## config.mk

```make
export PLATFORM = sky130hd
export DESIGN_NAME = multi_shape_lfo_top
export DESIGN_NICKNAME = d
export VERILOG_FILES = /design/src/hw/rtl/msl_pkg.sv /design/src/hw/rtl/msl_cfg.sv /design/src/hw/rtl/msl_front.sv /design/src/hw/rtl/msl_back.sv /design/src/hw/rtl/multi_shape_lfo_top.sv
export SDC_FILE = /design/constraint.sdc
export NUM_CORES = 1
export LEC_CHECK = 0
export BUFFER_PORTS_ARGS = -buffer_cell sky130_fd_sc_hd__buf_2
export CAP_MARGIN = 20
export CORE_MARGIN = 4
export CORE_UTILIZATION = 40
export CTS_CLUSTER_DIAMETER = 120
export CTS_CLUSTER_SIZE = 8
export DETAILED_ROUTE_END_ITERATION = 16
export MAX_ROUTING_LAYER = met4
export PLACE_DENSITY = 0.59
export REMOVE_ABC_BUFFERS = 1
export SETUP_SLACK_MARGIN = 0.05
export SYNTH_ARGS = -nofsm -noshare
export SYNTH_HDL_FRONTEND = slang
export SYNTH_SLANG_ARGS = --single-unit
```

## constraint.sdc

```tcl
create_clock -name clk -period 7.8 [get_ports clk]
set_clock_uncertainty 0.05 [all_clocks]
set_input_delay 1.17 -clock clk [delete_from_list [all_inputs] [get_ports clk]]
set_output_delay 1.17 -clock clk [all_outputs]
set_load 0.05 [all_outputs]
```

## src/hw/rtl/msl_pkg.sv

```systemverilog
// Shared types, register indices, constants and the sine table builder for the LFO.
package msl_pkg;

	// register indices on the configuration port
	localparam logic [2:0] REG_WAVE_SHAPE  = 3'd0;
	localparam logic [2:0] REG_SYNC_EN     = 3'd1;
	localparam logic [2:0] REG_SYNC_DIV    = 3'd2;
	localparam logic [2:0] REG_FREE_RATE   = 3'd3;
	localparam logic [2:0] REG_TEMPO       = 3'd4;
	localparam logic [2:0] REG_SAMPLE_RATE = 3'd5;
	localparam logic [2:0] REG_OFFSET      = 3'd6;
	localparam logic [2:0] REG_RETRIG_EN   = 3'd7;

	localparam int CFG_IDX_W  = 3;
	localparam int CFG_DATA_W = 18;

	// wave shape codes; anything else is sine
	localparam logic [2:0] SHAPE_TRIANGLE = 3'd1;
	localparam logic [2:0] SHAPE_SAW      = 3'd2;
	localparam logic [2:0] SHAPE_SQUARE   = 3'd3;
	localparam logic [2:0] SHAPE_STEP     = 3'd4;

	// input command codes
	localparam logic CMD_TICK       = 1'b0;
	localparam logic CMD_NOTE_START = 1'b1;

	// rate arithmetic: rate kept in 1/60000 Hz
	localparam int RATE_W    = 23;       // up to 4_800_000
	localparam int FS_W      = 18;
	localparam int DEN_W     = 34;       // 60000 * fs < 2^34
	localparam int RATE_PRE  = 7;        // quotient bits above the fraction
	localparam logic [DEN_W-1:0] RATE_DEN   = DEN_W'(60000);
	localparam logic [FS_W-1:0]  FS_DEFAULT = FS_W'(44100);

	typedef struct packed {
		logic [2:0]  wave_shape;
		logic        sync_enable;
		logic [1:0]  sync_division;
		logic [16:0] free_rate_millihertz;
		logic [8:0]  tempo_bpm;
		logic [17:0] sample_rate_hz;
		logic [15:0] phase_offset;
		logic        retrigger_enable;
	} cfg_t;

	// one queued item
	typedef struct packed {
		logic        note;
		logic [15:0] rnd;
	} item_t;

	// one entry of a full-period sine table, built by quarter-wave symmetry from a Q30 Taylor series;
	// evaluated at elaboration only
	function automatic logic signed [15:0] sine_entry(input int idx, input int lg);
		logic [63:0] q4, quad, r, n, x, x2, s, y, v;
		q4   = 64'(idx) * 64'd4;
		quad = (q4 >> lg) & 64'd3;
		r    = q4 & ((64'd1 << lg) - 64'd1);
		n    = quad[0] ? ((64'd1 << lg) - r) : r;
		x    = (n << 30) >> lg;
		x2   = (x * x) >> 30;
		s    = 64'd172273;
		s    = 64'd5026994    - ((x2 * s) >> 30);
		s    = 64'd85569278   - ((x2 * s) >> 30);
		s    = 64'd693598674  - ((x2 * s) >> 30);
		s    = 64'd1686629713 - ((x2 * s) >> 30);
		y    = (x * s) >> 30;
		v    = (y + 64'd16384) >> 15;
		if (v > 64'd32768) v = 64'd32768;
		if (quad[1]) return 16'(-v);
		return (v > 64'd32767) ? 16'sd32767 : 16'(v);
	endfunction

endpackage

```

## src/hw/rtl/msl_cfg.sv

```systemverilog
// Configuration register file of the LFO.
module msl_cfg
	import msl_pkg::*;
(
	input  logic                  clk,
	input  logic                  arst_n,
	input  logic                  cfg_valid,
	output logic                  cfg_ready,
	input  logic [CFG_IDX_W-1:0]  cfg_index,
	input  logic [CFG_DATA_W-1:0] cfg_data,
	output cfg_t                  cfg
);

	cfg_t cfg_q;

	assign cfg_ready = 1'b1;
	assign cfg       = cfg_q;

	always_ff @(posedge clk or negedge arst_n) begin
		if (!arst_n) begin
			cfg_q.wave_shape           <= SHAPE_TRIANGLE;
			cfg_q.sync_enable          <= 1'b1;
			cfg_q.sync_division        <= 2'd3;
			cfg_q.free_rate_millihertz <= 17'd1500;
			cfg_q.tempo_bpm            <= 9'd120;
			cfg_q.sample_rate_hz       <= 18'd44100;
			cfg_q.phase_offset         <= 16'd16384;
			cfg_q.retrigger_enable     <= 1'b1;
		end else if (cfg_valid) begin
			unique case (cfg_index)
				REG_WAVE_SHAPE:  cfg_q.wave_shape           <= cfg_data[2:0];
				REG_SYNC_EN:     cfg_q.sync_enable          <= cfg_data[0];
				REG_SYNC_DIV:    cfg_q.sync_division        <= cfg_data[1:0];
				REG_FREE_RATE:   cfg_q.free_rate_millihertz <= cfg_data[16:0];
				REG_TEMPO:       cfg_q.tempo_bpm            <= cfg_data[8:0];
				REG_SAMPLE_RATE: cfg_q.sample_rate_hz       <= cfg_data[17:0];
				REG_OFFSET:      cfg_q.phase_offset         <= cfg_data[15:0];
				REG_RETRIG_EN:   cfg_q.retrigger_enable     <= cfg_data[0];
				default: ;
			endcase
		end
	end

endmodule

```

## src/hw/rtl/msl_front.sv

```systemverilog
// Input side: takes transactions, drops inert note starts, queues the rest.
module msl_front
	import msl_pkg::*;
(
	input  logic        clk,
	input  logic        arst_n,
	input  logic        in_valid,
	output logic        in_ready,
	input  logic        cmd,
	input  logic [15:0] random_value,
	input  logic        retrigger_enable,
	output logic        q_valid,
	output item_t       q_item,
	input  logic        q_pop
);

	item_t      item_q [2];
	logic       wr_ptr_q, rd_ptr_q;
	logic [1:0] count_q;
	logic       accept, push;

	assign in_ready = (count_q != 2'd2);
	assign accept   = in_valid && in_ready;
	// a note start with retrigger off has no effect at all
	assign push     = accept && !(cmd == CMD_NOTE_START && !retrigger_enable);
	assign q_valid  = (count_q != 2'd0);
	assign q_item   = item_q[rd_ptr_q];

	always_ff @(posedge clk) begin
		if (push) begin
			item_q[wr_ptr_q].note <= (cmd == CMD_NOTE_START);
			item_q[wr_ptr_q].rnd  <= random_value;
		end
	end

	always_ff @(posedge clk or negedge arst_n) begin
		if (!arst_n) begin
			wr_ptr_q <= 1'b0;
			rd_ptr_q <= 1'b0;
			count_q  <= 2'd0;
		end else begin
			if (push) wr_ptr_q <= ~wr_ptr_q;
			if (q_pop) rd_ptr_q <= ~rd_ptr_q;
			unique case ({push, q_pop})
				2'b10:   count_q <= count_q + 2'd1;
				2'b01:   count_q <= count_q - 2'd1;
				default: count_q <= count_q;
			endcase
		end
	end

endmodule

```

## src/hw/rtl/msl_back.sv

```systemverilog
// Execution side: phase state, increment divider, waveform and output register.
module msl_back
	import msl_pkg::*;
#(
	parameter int PHASE_BITS       = 32,
	parameter int SINE_TABLE_DEPTH = 256
) (
	input  logic        clk,
	input  logic        arst_n,
	input  cfg_t        cfg,
	input  logic        q_valid,
	input  item_t       q_item,
	output logic        q_pop,
	output logic        out_valid,
	input  logic        out_ready,
	output logic [15:0] lfo_value
);

	localparam int LG    = $clog2(SINE_TABLE_DEPTH);
	localparam int QW    = PHASE_BITS + RATE_PRE;
	localparam int CW    = $clog2(QW);
	localparam int STEPS = QW - 1;

	localparam logic [1:0] ST_IDLE = 2'd0;
	localparam logic [1:0] ST_LOAD = 2'd1;
	localparam logic [1:0] ST_DIV  = 2'd2;
	localparam logic [1:0] ST_DONE = 2'd3;

	logic [1:0]            state_q;
	logic [PHASE_BITS-1:0] phase_q, p_q;
	logic [15:0]           held_q, rnd_q, out_q;
	logic                  ov_q;
	logic [DEN_W-1:0]      d_q, rem_q;
	logic [QW-1:0]         quo_q, nb_q;
	logic [CW-1:0]         cnt_q;
	logic signed [15:0]    lut_q;

	logic signed [15:0]    sine_lut [SINE_TABLE_DEPTH];
	logic [8:0]            bpm;
	logic [16:0]           mhz;
	logic [RATE_W-1:0]     rate;
	logic [FS_W-1:0]       fs_eff;
	logic [DEN_W:0]        trial;
	logic                  ge;
	logic [PHASE_BITS:0]   sum;
	logic                  wrap, fire;
	logic [16:0]           tri_t;
	logic signed [17:0]    tri_mid;
	logic [15:0]           wave;

	for (genvar g = 0; g < SINE_TABLE_DEPTH; g++) begin : g_lut
		assign sine_lut[g] = sine_entry(g, LG);
	end

	// rate in 1/60000 Hz; both branches already land inside 0.01..80 Hz
	always_comb begin
		bpm = cfg.tempo_bpm;
		if (bpm < 9'd20) bpm = 9'd20;
		if (bpm > 9'd300) bpm = 9'd300;
		mhz = cfg.free_rate_millihertz;
		if (mhz < 17'd10) mhz = 17'd10;
		if (mhz > 17'd80000) mhz = 17'd80000;
		if (cfg.sync_enable)
			rate = RATE_W'(bpm) * RATE_W'({1'b0, cfg.sync_division} + 3'd1) * RATE_W'(1000);
		else
			rate = RATE_W'(mhz) * RATE_W'(60);
	end

	assign fs_eff = (cfg.sample_rate_hz == '0) ? FS_DEFAULT : cfg.sample_rate_hz;

	// restoring division step
	assign trial = {rem_q, nb_q[QW-1]};
	assign ge    = (trial >= {1'b0, d_q});

	assign sum  = {1'b0, phase_q} + {1'b0, quo_q[PHASE_BITS-1:0]};
	assign wrap = (|quo_q[QW-1:PHASE_BITS]) || sum[PHASE_BITS];
	assign fire = (state_q == ST_DONE) && (!ov_q || out_ready);

	assign q_pop = (state_q == ST_IDLE) && q_valid;

	// waveform at the offset phase
	always_comb begin
		tri_t   = p_q[PHASE_BITS-1 -: 17];
		tri_mid = 18'sd65536 - signed'({1'b0, tri_t});
		unique case (cfg.wave_shape)
			SHAPE_TRIANGLE: begin
				if (tri_t < 17'd32768)
					wave = tri_t[15:0];
				else if (tri_t < 17'd98304)
					wave = (tri_mid > 18'sd32767) ? 16'h7fff : tri_mid[15:0];
				else
					wave = tri_t[15:0];
			end
			SHAPE_SAW:    wave = {~p_q[PHASE_BITS-1], p_q[PHASE_BITS-2 -: 15]};
			SHAPE_SQUARE: wave = p_q[PHASE_BITS-1] ? 16'h8000 : 16'h7fff;
			SHAPE_STEP:   wave = held_q;
			default:      wave = lut_q;
		endcase
	end

	assign out_valid = ov_q;
	assign lfo_value = out_q;

	always_ff @(posedge clk) begin
		lut_q <= sine_lut[p_q[PHASE_BITS-1 -: LG]];
		if (q_pop) begin
			p_q   <= phase_q + {cfg.phase_offset, (PHASE_BITS-16)'(0)};
			rnd_q <= q_item.rnd;
		end
		if (state_q == ST_LOAD) begin
			d_q   <= DEN_W'(fs_eff) * RATE_DEN;
			rem_q <= DEN_W'(rate >> RATE_PRE);
			nb_q  <= {rate[RATE_PRE-1:0], PHASE_BITS'(0)};
			quo_q <= '0;
		end else if (state_q == ST_DIV) begin
			rem_q <= ge ? DEN_W'(trial - {1'b0, d_q}) : trial[DEN_W-1:0];
			nb_q  <= {nb_q[QW-2:0], 1'b0};
			quo_q <= {quo_q[QW-2:0], ge};
		end
		if (fire) out_q <= wave;
	end

	always_ff @(posedge clk or negedge arst_n) begin
		if (!arst_n) begin
			state_q <= ST_IDLE;
			phase_q <= '0;
			held_q  <= '0;
			cnt_q   <= '0;
			ov_q    <= 1'b0;
		end else begin
			// a new result replaces one leaving in the same cycle
			if (fire) ov_q <= 1'b1;
			else if (out_ready) ov_q <= 1'b0;
			unique case (state_q)
				ST_IDLE: begin
					if (q_pop) begin
						if (q_item.note) begin
							phase_q <= '0;
							held_q  <= q_item.rnd;
						end else begin
							state_q <= ST_LOAD;
						end
					end
				end
				ST_LOAD: begin
					cnt_q   <= CW'(STEPS);
					state_q <= ST_DIV;
				end
				ST_DIV: begin
					if (cnt_q == '0) state_q <= ST_DONE;
					else cnt_q <= cnt_q - CW'(1);
				end
				ST_DONE: begin
					if (fire) begin
						phase_q <= sum[PHASE_BITS-1:0];
						if (wrap) held_q <= rnd_q;
						state_q <= ST_IDLE;
					end
				end
				default: state_q <= ST_IDLE;
			endcase
		end
	end

endmodule

```

## src/hw/rtl/multi_shape_lfo_top.sv

```systemverilog
// Top level of the multi-shape low-frequency oscillator.
//
// Channels: input transactions (cmd, random_value) on in_valid/in_ready,
// results (lfo_value, Q1.15) on out_valid/out_ready, and a register write
// channel (cfg_index, cfg_data) on cfg_valid/cfg_ready, always ready.
// A tick gives one lfo_value; a note start gives none and, with retrigger
// on, clears the phase and loads the held step from random_value.
// The back end takes one tick at a time and no new item before a tick's
// result is registered; its pace is set by the bit-serial divider forming
// the phase increment rate / (60000 * sample rate), one quotient bit per
// cycle over PHASE_BITS + 7 bits. A note start is applied in the back end
// as it leaves the queue, without running the divider.
// A two-entry queue between the input side and the execution side keeps
// taking transactions while the divider runs; the output register lets
// the next tick start while a result waits.
// Reset clears phase and held step and loads the register defaults.
// A stalled receiver holds the result; the back end waits at the end of
// the following tick and the queue then fills and drops in_ready.
// The user must write registers only while the block is idle; the block itself does not enforce this.
module multi_shape_lfo_top
	import msl_pkg::*;
#(
	parameter int PHASE_BITS       = 32,
	parameter int SINE_TABLE_DEPTH = 256
) (
	input  logic                  clk,
	input  logic                  arst_n,
	input  logic                  in_valid,
	output logic                  in_ready,
	input  logic                  cmd,
	input  logic [15:0]           random_value,
	output logic                  out_valid,
	input  logic                  out_ready,
	output logic [15:0]           lfo_value,
	input  logic                  cfg_valid,
	output logic                  cfg_ready,
	input  logic [CFG_IDX_W-1:0]  cfg_index,
	input  logic [CFG_DATA_W-1:0] cfg_data
);

	cfg_t  cfg;
	item_t q_item;
	logic  q_valid, q_pop;

	msl_cfg u_cfg (
		.clk       (clk),
		.arst_n    (arst_n),
		.cfg_valid (cfg_valid),
		.cfg_ready (cfg_ready),
		.cfg_index (cfg_index),
		.cfg_data  (cfg_data),
		.cfg       (cfg)
	);

	// front end: classify and queue
	msl_front u_front (
		.clk              (clk),
		.arst_n           (arst_n),
		.in_valid         (in_valid),
		.in_ready         (in_ready),
		.cmd              (cmd),
		.random_value     (random_value),
		.retrigger_enable (cfg.retrigger_enable),
		.q_valid          (q_valid),
		.q_item           (q_item),
		.q_pop            (q_pop)
	);

	// back end: oscillator state, divider, waveform, output register
	msl_back #(
		.PHASE_BITS       (PHASE_BITS),
		.SINE_TABLE_DEPTH (SINE_TABLE_DEPTH)
	) u_back (
		.clk       (clk),
		.arst_n    (arst_n),
		.cfg       (cfg),
		.q_valid   (q_valid),
		.q_item    (q_item),
		.q_pop     (q_pop),
		.out_valid (out_valid),
		.out_ready (out_ready),
		.lfo_value (lfo_value)
	);

endmodule
```

==> metrics, run 1 <==
RePlAce Congestion 0.964; crit path time final 7330 ps; vias per cell 5.79; clk slew on worst S/H paths 60 ps; Post-Syn Area 29900 um2; # nets final 3751; clk root buf clkbuf_16; sequential area share after synthesis 29.1%; Slew HR 24.9%; Unique masters post-synth 96; flop2flop setup slack 470 ps; outcome complete, no violations; DRC Markers 0; Avg Inst Size Synth 8.99 um2; fraction of layout cells with a size suffix above 1 9.97%; CORE AREA 73500 um2; yosys warns 0; prevailing post-synth register cell edfxtp_1; Simple-Gate Fraction of Synth Area 12.9%; vias 24.9k; CP Launch Point u_cfg.cfg[38]; CP required 8130 ps; first-pass GRT wire length 136000 um; Die Height 281 um; port bufs 60; Crit-path slowest cell fa_1; Crit path top cell by count fa_1; setup total negative slack 0 ps; Syn Inst Count 3322; initial antenna violation count 2; Max Cap Violations 0; path depth of the worst reg2reg path 30; CTS sink count 334; DP Wirelength 63000 um; Critical Path Sink u_back.rem_q[15]; CTS tree built; H-tree lvl count 2; Synth Area in Adders 20.8%; GRT Util Overall 22.2%; Async SR Flop Fraction 38.3%; pin count of the biggest net entering global routing 184; total CTS buffers 48; Synth-to-Final Area Change 9.10%; arrival time at the worst endpoint 7660 ps; vias in the first global route 24.1k; Crit Path Max Fanout 5; Hold Path Class reg -> reg; TritonRoute pass-1 iters 6; Routed Wire Length 86000 um; largest family of logic cells by synthesized area adder cells; mux contribution to synthesized area 6.64%; Post-synth EDFFs 133; filler instances 7233; Clk Latency, worst-skew pair 600 ps; die area 79100 um2; worst reg2reg startpoint u_cfg.cfg[38]; Crit. End Element flop; Antenna Nets Post-Route 0; measured slew at the worst slew-check pin 1110 ps; post-synth top area share 13.4%; Die X 281 um; Starting DRT DRC Count 2641; Yosys top cell by area edfxtp_1; Worst path max stage delay 560 ps; Final Cycle Share 94.0%; most frequent cell after synthesis inv_1; Worst Setup Start Kind flop; area of the multi-input gates 19400 um2; Synth Area in XOR/XNOR 3.78%; WL/cell 20.0 um; grt total ovfl 0; starting density of the core 40.7%; r2r endpoint u_back.rem_q[15]; Crit Path Class reg -> reg; leading post-synthesis cells by cell area edfxtp_1 13%, ha_1 11%, fa_1 9.7%; maximum clock insertion buffer count 3; Yosys reg bits 334; FP Rows 99; Slew Limit Fails 0; Hold Vio Cnt, Final 0; Synth top cells by count 308 x inv_1, 263 x ha_1, 262 x nor2_1; final setup vio count 0; fmax 136 MHz; register area 8690 um2; complex-gate fraction of the synthesized area 20.5%; # IOs 62
[worst min path at each step]
stage	startpoint	end	slack, ps	cells past startpoint
6_report	u_back.phase_q[15]	u_back.p_q[15]	430	0
5_1_grt	u_back.phase_q[2]	u_back.phase_q[2]	460	2
4_1_cts	u_back.phase_q[15]	u_back.p_q[15]	430	0
3_5_place_dp	u_back.phase_q[13]	u_back.phase_q[13]	420	2
3_3_place_gp	u_back.phase_q[9]	u_back.phase_q[9]	410	2
2_1_floorplan	u_back.phase_q[13]	u_back.phase_q[13]	400	2
[sequential cells by signal, summed over array words and instances (netlist names)]
signal            flops
u_back.cnt_q          6
u_back.d_q           29
u_back.held_q        16
u_back.lfo_value     16
u_back.lut_q         16
u_back.nb_q           5
u_back.out_valid      1
u_back.p_q           17
u_back.phase_q       32
u_back.quo_q         39
u_back.rem_q         34
u_back.rnd_q         16
u_back.state_q        2
u_cfg.cfg            67
u_front.count_q       2
u_front.item_q       34
u_front.rd_ptr_q      1
u_front.wr_ptr_q      1
[layout by cell type, fill, tap and decap left out, drive strengths merged, types with 25 or more instances in the layout]
cell type,synthesis,layout
nand3,53,53
nand2,244,244
a31oi,60,60
o21ai,214,214
buf,36,109
nor2b,32,32
dfxtp,73,73
nand2b,47,47
fa,145,145
mux2,86,86
o21a,46,46
a211oi,49,49
a21oi,255,255
inv,310,312
dfrtp,105,105
a21o,41,41
mux2i,88,88
ha,263,263
nor3,63,63
o211ai,43,43
edfxtp,133,133
clkbuf,145,86
xor2,41,41
o22ai,31,31
xnor2,88,88
o31ai,30,30
o21bai,25,25
nor2,264,264
[through the flow]
| stage | hold WS (ps) | cell area, um2 | worst slack (ps) | cells | util, % |
|---|---|---|---|---|---|
| 2_1_floorplan | 397 | 29200 | 642 | 3141 | - |
| 3_3_place_gp | 415 | 31100 | 262 | 4207 | 42.3 |
| 3_5_place_dp | 419 | 31100 | 171 | 4207 | 42.3 |
| 4_1_cts | 430 | 32500 | 178 | 4297 | 44.2 |
| 5_1_grt | 456 | 32600 | -28.6 | 4300 | 44.4 |
| 6_report | 429 | 32600 | 471 | 4300 | 44.4 |
[routing by layer]
metal | wire length, um | global-route usage (%) | vias to the layer above | part of all wire (%)
li1 | - | - | 11800 | -
met1 | 39300 | 30.8 | 12000 | 46
met2 | 38500 | 33.7 | 844 | 45
met3 | 5600 | 3.23 | 197 | 6.5
met4 | 2610 | 6.66 | 0 | 3.0
met5 | 0 | - | - | 0
[critical path: cells and delay by family, from the launching register on]
family	cells	cell delay, ps
XOR/XNOR	2	240
AO/OA/AOI/OAI	17	2960
adder cells (fa/ha/maj)	7	3020
flip-flops	1	550
buffers and inverters	4	330
[final cells by class]
cell class | instances | area share [%]
Antenna cell | 1 | 0.00768
Clock buffer | 86 | 4.15
Clock inverter | 4 | 0.207
Inverter | 313 | 3.60
Multi-Input combinational cell | 2494 | 59.5
Sequential cell | 334 | 26.7
Tap cell | 959 | 3.68
Timing Repair Buffer | 109 | 2.15
[timing repair]
item | CTS | global route
gates resized for setup | 0 | 17
hold buffers | 0 | 0
buffers inserted | 0 | 1
endpoints found under the setup margin | 0 | 6
[logic make-up (layout without fill, tap and decap cells)]
group	Yosys count	in the layout
AOI/OAI and AO/OA	951	951
buffers and inverters	494	512
DFF	334	334
and+or+nand+nor	824	824
adders and majority gates	409	409
xor gates and xnor gates	129	129
muxes	180	180
other	1	2
Power of run 1 is left out: the tool's default activity adds up to more than one toggle a clock period on the data nets, which glitch-free logic cannot reach.
==> run 2, diff against run 1 <==
- ABC_AREA: default -> 1
- PLACE_DENSITY: 0.59 -> 0.53
- clock period: 7.8 -> 6.9 ns (I/O delays scaled with it)
==> run 2 against run 1 <==
Compared with the run above: die area rose by 3.7%; synthesized cell count increased by 30%; final cell count up 27%; sequential cell count stayed put; critical path depth rose by 8; wire length up 22%; global-route usage increased by 3.8 points; area after synthesis up 3.8%; via count grew 17%; worst setup slack got worse by 230 ps; count of clock-buffer cells in the layout did not move; critical path type unchanged.
==> metrics, run 2 <==
outcome complete, no violations; vias in the first global route 28.1k (+16%); CORE AREA 76500 um2 (+4.1%); Post-Syn Area 31000 um2 (+3.8%); crit path time final 6660 ps (-669 ps); Slew HR 33.6% (+8.7 points); max reg flops 67 (unchanged); sequential area share after synthesis 28.0% (-1.1 points); commonest non-fill, non-tap cells in the layout 1108 x nand2_1, 601 x inv_1, 397 x nor2_1; Placement Cell Area 32800 um2 (+5.4%); grt total ovfl 0 (unchanged); Clk Latency, worst-skew pair 600 ps (about the same); measured slew at the worst slew-check pin 995 ps (-117 ps); WL/cell 19.2 um (-4.0%); Synth top cells by count 1134 x nand2_1, 614 x inv_1, 406 x nor2_1; fmax 150 MHz (+10%); Final Cell Area 34900 um2 (+7.1%); Unique masters post-synth 70 (-27%); vias per cell 5.33 (-8.0%); DRC Markers 0 (unchanged); CTS tree built; FP Rows 101 (+2.0%); Hold Path Class reg -> reg; DP Wirelength 81500 um (+29%); arrival time at the worst endpoint 6950 ps (-710 ps); Yosys top cell by area nand2_1; post-synth top area share 13.7% (+0.35 points); Yosys reg bits 334 (unchanged); clk slew on worst S/H paths 60 ps (about the same); Post-synth EDFFs 133 (unchanged); Worst Setup Start Kind flop; Crit. End Element flop; Syn Inst Count 4305 (+30%); Synth-to-Final Area Change 12.5%; port bufs 60 (unchanged); Setup WS post-layout 241 ps (-231 ps); vias 29.2k (+17%); maximum clock insertion buffer count 3 (unchanged); yosys warns 0 (unchanged); RePlAce Congestion 1.03 (+7.2%); most frequent cell after synthesis nand2_1; Hold Vio Cnt, Final 0 (unchanged); initial antenna violation count 2 (unchanged); Crit-path slowest cell fa_1; leading post-synthesis cells by cell area nand2_1 14%, edfxtp_1 13%, ha_1 11%; Routed Wire Length 105000 um (+22%); Worst path max stage delay 560 ps (about the same); prevailing post-synth register cell edfxtp_1; Slew Limit Fails 0 (unchanged); pin count of the biggest net entering global routing 76 (-59%); fraction of layout cells with a size suffix above 1 9.73% (-0.24 points); TritonRoute pass-1 iters 5 (-1); CP required 7190 ps (-940 ps); Antenna Nets Post-Route 0 (unchanged); Crit Path Class reg -> reg; die area 82100 um2 (+3.7%); # diodes 0 (-1); # nets final 4852 (+29%); # IOs 62 (unchanged); total CTS buffers 48 (unchanged); starting density of the core 40.6% (-0.092 points); placed cells 5367 (+28%); Starting DRT DRC Count 2489 (-5.8%); Crit path top cell by count nand2_1; final setup vio count 0 (unchanged); RSZ-0062 raised after global routing true; H-tree lvl count 2 (unchanged); Async SR Flop Fraction 38.3% (unchanged); flop2flop setup slack 240 ps (-230 ps); pre-CTS setup slack -85.2 ps (-256 ps); Max Cap Violations 0 (unchanged); CTS sink count 334 (unchanged); Die X 287 um (+1.9%); post-route non-filler standard cell count 5471 (+27%); most common cell after layout, fill and taps aside nand2_1; Avg Inst Size Synth 7.21 um2 (-20%); Final Cycle Share 96.5% (+2.6 points); GRT Util Overall 26.0% (+3.8 points); Die Height 287 um (+1.9%); clk root buf clkbuf_16; Crit Path Max Fanout 8 (+3); first-pass GRT wire length 164000 um (+20%)
==> run 2: cell count changes in the layout (fill, tap and decap cells not counted), moves of 57 or more <==
| cell | change |
|---|---|
| inv_1 | +293 |
| o21ai_0 | +87 |
| nor2_1 | +136 |
| mux2_2 | -86 |
| nand2_1 | +865 |
| mux2i_1 | -88 |
| buf_4 | +57 |
| nand3_1 | +216 |
==> run 2: final cells by class <==
class / count / area, um2
Fill cell: 7948 / 41600
Multi-Input combinational cell: 3213 / 19900
Sequential cell: 334 / 8690
Inverter: 633 / 2380
Clock buffer: 86 / 1380
Tap cell: 1030 / 1290
Timing Repair Buffer: 171 / 1180
Clock inverter: 4 / 58.8
==> run 2: per-layer routing <==
metal | part of all wire [%] | vias up | GRT usage [%]
met2 | 43 | 936 | 38.4
met5 | 0 | - | -
met3 | 6.9 | 222 | 3.85
li1 | - | 14300 | -
met1 | 47 | 13700 | 37.1
met4 | 3.1 | 0 | 7.38
==> run 2: path summary, 6_finish.rpt <==
check | start | end | depth (start not counted)
min reg2reg | u_back.held_q[4] | u_back.held_q[4] | 2
max | u_cfg.cfg[41] | u_back.rem_q[14] | 38
max reg2reg | u_cfg.cfg[41] | u_back.rem_q[14] | 38
max in group asynchronous | arst_n | u_cfg.cfg[20] | 2
min | u_back.held_q[4] | u_back.held_q[4] | 2
min in group asynchronous | arst_n | u_back.held_q[12] | 1
==> run 2: kinds of logic after synthesis <==
kind of cell | Yosys count | synth area share [%]
simple gates | 1979 | 26.6
buf+inv | 758 | 9.57
compound gates | 743 | 13.5
fa+ha+maj | 408 | 20.0
flops | 334 | 28.0
xor+xnor | 82 | 2.34
other cells | 1 | 0.0121
==> run 2: metrics by stage <==
stage          hold WS [ps]  setup TNS [ps]  util (%)
2_1_floorplan           392            -163         -
3_3_place_gp            409           -25.0      42.8
3_5_place_dp            416            -289      42.8
4_1_cts                 429               0      44.9
5_1_grt                 438            -689      45.6
6_report                424               0      45.6
==> run 2: worst max-delay path: cells and delay by family, from the launching register on <==
kind / cells / cell delay, ps
fa+ha+maj: 8 / 3130
xor+xnor: 1 / 130
buf+inv: 7 / 690
simple gates: 18 / 1420
compound gates: 4 / 470
flops: 1 / 530
==> run 2: what timing repair did <==
action,CTS,global route
setup endpoints to repair,9,12
pin swaps,12,54
cloned,0,1
buffers inserted,1,11
hold buffers,0,0
resized for setup,28,107
Power of run 2 is left out for the same reason.
==> run 3, diff against run 2 <==
- RECOVER_POWER: default -> 25
==> run 3 against run 2 <==
Compared with the run above: the run now ends with max-capacitance violations, max-slew violations left; core utilization fell by 0.082 points; final cell count did not move; die area did not move; sequential cell count did not move; critical path depth did not move; wire length rose by 0.16%; register-to-register slack barely moved; global-route usage did not move; hold slack improved by 0.79 ps; critical endpoint unchanged.
==> metrics, run 3 (synthesis results as in run 2) <==
Post-CTS Hold Buffers 0 (unchanged); r2r endpoint u_back.rem_q[14]; starting density of the core 40.6% (unchanged); clk slew on worst S/H paths 60 ps (about the same); Max Cap Violations 3 (+3); RSZ-0062 raised after global routing true; CP required 7190 ps (about the same); Die X 287 um (unchanged); Hold Path Class reg -> reg; Starting DRT DRC Count 2614 (+5.0%); area of the multi-input gates 19900 um2 (about the same); Worst path max stage delay 560 ps (about the same); DRC Markers 0 (unchanged); Worst Setup Start Kind flop; fmax 150 MHz (about the same); # nets final 4852 (unchanged); Placement Cell Area 32800 um2 (unchanged); Critical Path Sink u_back.rem_q[14]; # IOs 62 (unchanged); pre-CTS setup slack -85.2 ps (unchanged); worst hold slack 424 ps (+0.787 ps); Clk Latency, worst-skew pair 600 ps (about the same); vias 29.2k (+0.19%); Final Cycle Share 96.6% (about the same); Slew HR -217% (-250 points); arrival time at the worst endpoint 6950 ps (about the same); flop2flop setup slack 240 ps (about the same); FP Rows 101 (unchanged); path depth of the worst reg2reg path 38 (unchanged); CTS sink count 334 (unchanged); # diodes 0 (unchanged); first-pass GRT wire length 164000 um (unchanged); total CTS buffers 48 (unchanged); filler instances 7963 (+0.19%); Setup WS post-layout 235 ps (-5.51 ps); TritonRoute pass-1 iters 6 (+1); grt total ovfl 0 (unchanged); max reg flops 67 (unchanged); setup total negative slack 0 ps (unchanged); pin count of the biggest net entering global routing 76 (unchanged); Die Height 287 um (unchanged); die area 82100 um2 (unchanged); H-tree lvl count 2 (unchanged); Crit-path slowest cell fa_1; register area 8690 um2 (unchanged); outcome finished, violations left; vias per cell 5.34 (+0.19%); fraction of layout cells with a size suffix above 1 9.28% (-0.45 points); Final Cell Area 34800 um2 (-0.18%); crit path time final 6660 ps (+5.51 ps); CORE AREA 76500 um2 (unchanged); GRT Util Overall 26.0% (unchanged); clk root buf clkbuf_16; Slew Limit Fails 150 (+150); DP Wirelength 81500 um (unchanged); final setup vio count 0 (unchanged); Crit. End Element flop; Crit Path Max Fanout 8 (unchanged); initial antenna violation count 2 (unchanged); Crit path top cell by count nand2_1; Crit Path Class reg -> reg; Antenna Nets Post-Route 0 (unchanged); CTS tree built; WL/cell 19.2 um (+0.16%); measured slew at the worst slew-check pin 4760 ps (+3760 ps); RePlAce Congestion 1.03 (unchanged); CP Launch Point u_cfg.cfg[41]; worst reg2reg startpoint u_cfg.cfg[41]; vias in the first global route 28.1k (unchanged); failing checks max-capacitance violations, max-slew violations; port bufs 60 (unchanged); commonest non-fill, non-tap cells in the layout 1108 x nand2_1, 601 x inv_1, 397 x nor2_1; most common cell after layout, fill and taps aside nand2_1; maximum clock insertion buffer count 3 (unchanged); Routed Wire Length 105000 um (+0.16%); Synth-to-Final Area Change 12.3%; Hold Vio Cnt, Final 0 (unchanged)
==> run 3: changes by cell type in the layout (fill, tap and decap cells not counted) <==
cell and change:
buf_16 -1, buf_2 -14, buf_4 -3, buf_6 -1, clkbuf_1 +19, ha_1 +1, ha_2 -1
==> run 3: final cells by class <==
cell class / instances / share of cell area [%]
Inverter: 633 / 6.83
Clock inverter: 4 / 0.169
Timing Repair Buffer: 171 / 3.20
Multi-Input combinational cell: 3213 / 57.2
Sequential cell: 334 / 24.9
Tap cell: 1030 / 3.70
Clock buffer: 86 / 3.95
==> run 3: worst min path at each step <==
stage,startpoint,end,slack [ps],cells past startpoint
6_report,u_back.held_q[4],u_back.held_q[4],420,2
5_1_grt,u_back.held_q[7],u_back.held_q[7],440,2
4_1_cts,u_back.held_q[11],u_back.held_q[11],430,2
3_5_place_dp,u_back.held_q[14],u_back.held_q[14],420,2
3_3_place_gp,u_back.held_q[11],u_back.held_q[11],410,2
2_1_floorplan,u_back.held_q[15],u_back.held_q[15],390,2
==> run 3: through the flow <==
stage	util, %	instances
finish	45.6	5471
global route	45.6	5471
CTS	44.9	5458
detailed placement	42.8	5367
global placement	42.8	5367
floorplan	-	4180
==> run 3: worst max-delay path: cells and delay by family (launching register included) <==
kind	cells	cell delay (ps)
and+or+nand+nor	18	1420
buffers and inverters	7	690
adders and majority gates	8	3130
AOI/OAI and AO/OA	4	470
xor gates and xnor gates	1	130
DFF	1	530
==> run 3: metal layers <==
| layer | track usage [%] | share of wire (%) |
|---|---|---|
| met2 | 38.4 | 43 |
| met1 | 37.1 | 47 |
| met3 | 3.85 | 6.8 |
| met4 | 7.38 | 3.2 |
| met5 | - | 0 |
==> run 3: timing repair <==
| action | in CTS | in global routing |
|---|---|---|
| buffers inserted | 1 | 11 |
| pin swaps | 12 | 54 |
| resized for setup | 28 | 107 |
| setup endpoints to repair | 9 | 12 |
| cloned | 0 | 1 |
Power of run 3 is left out for the same reason.
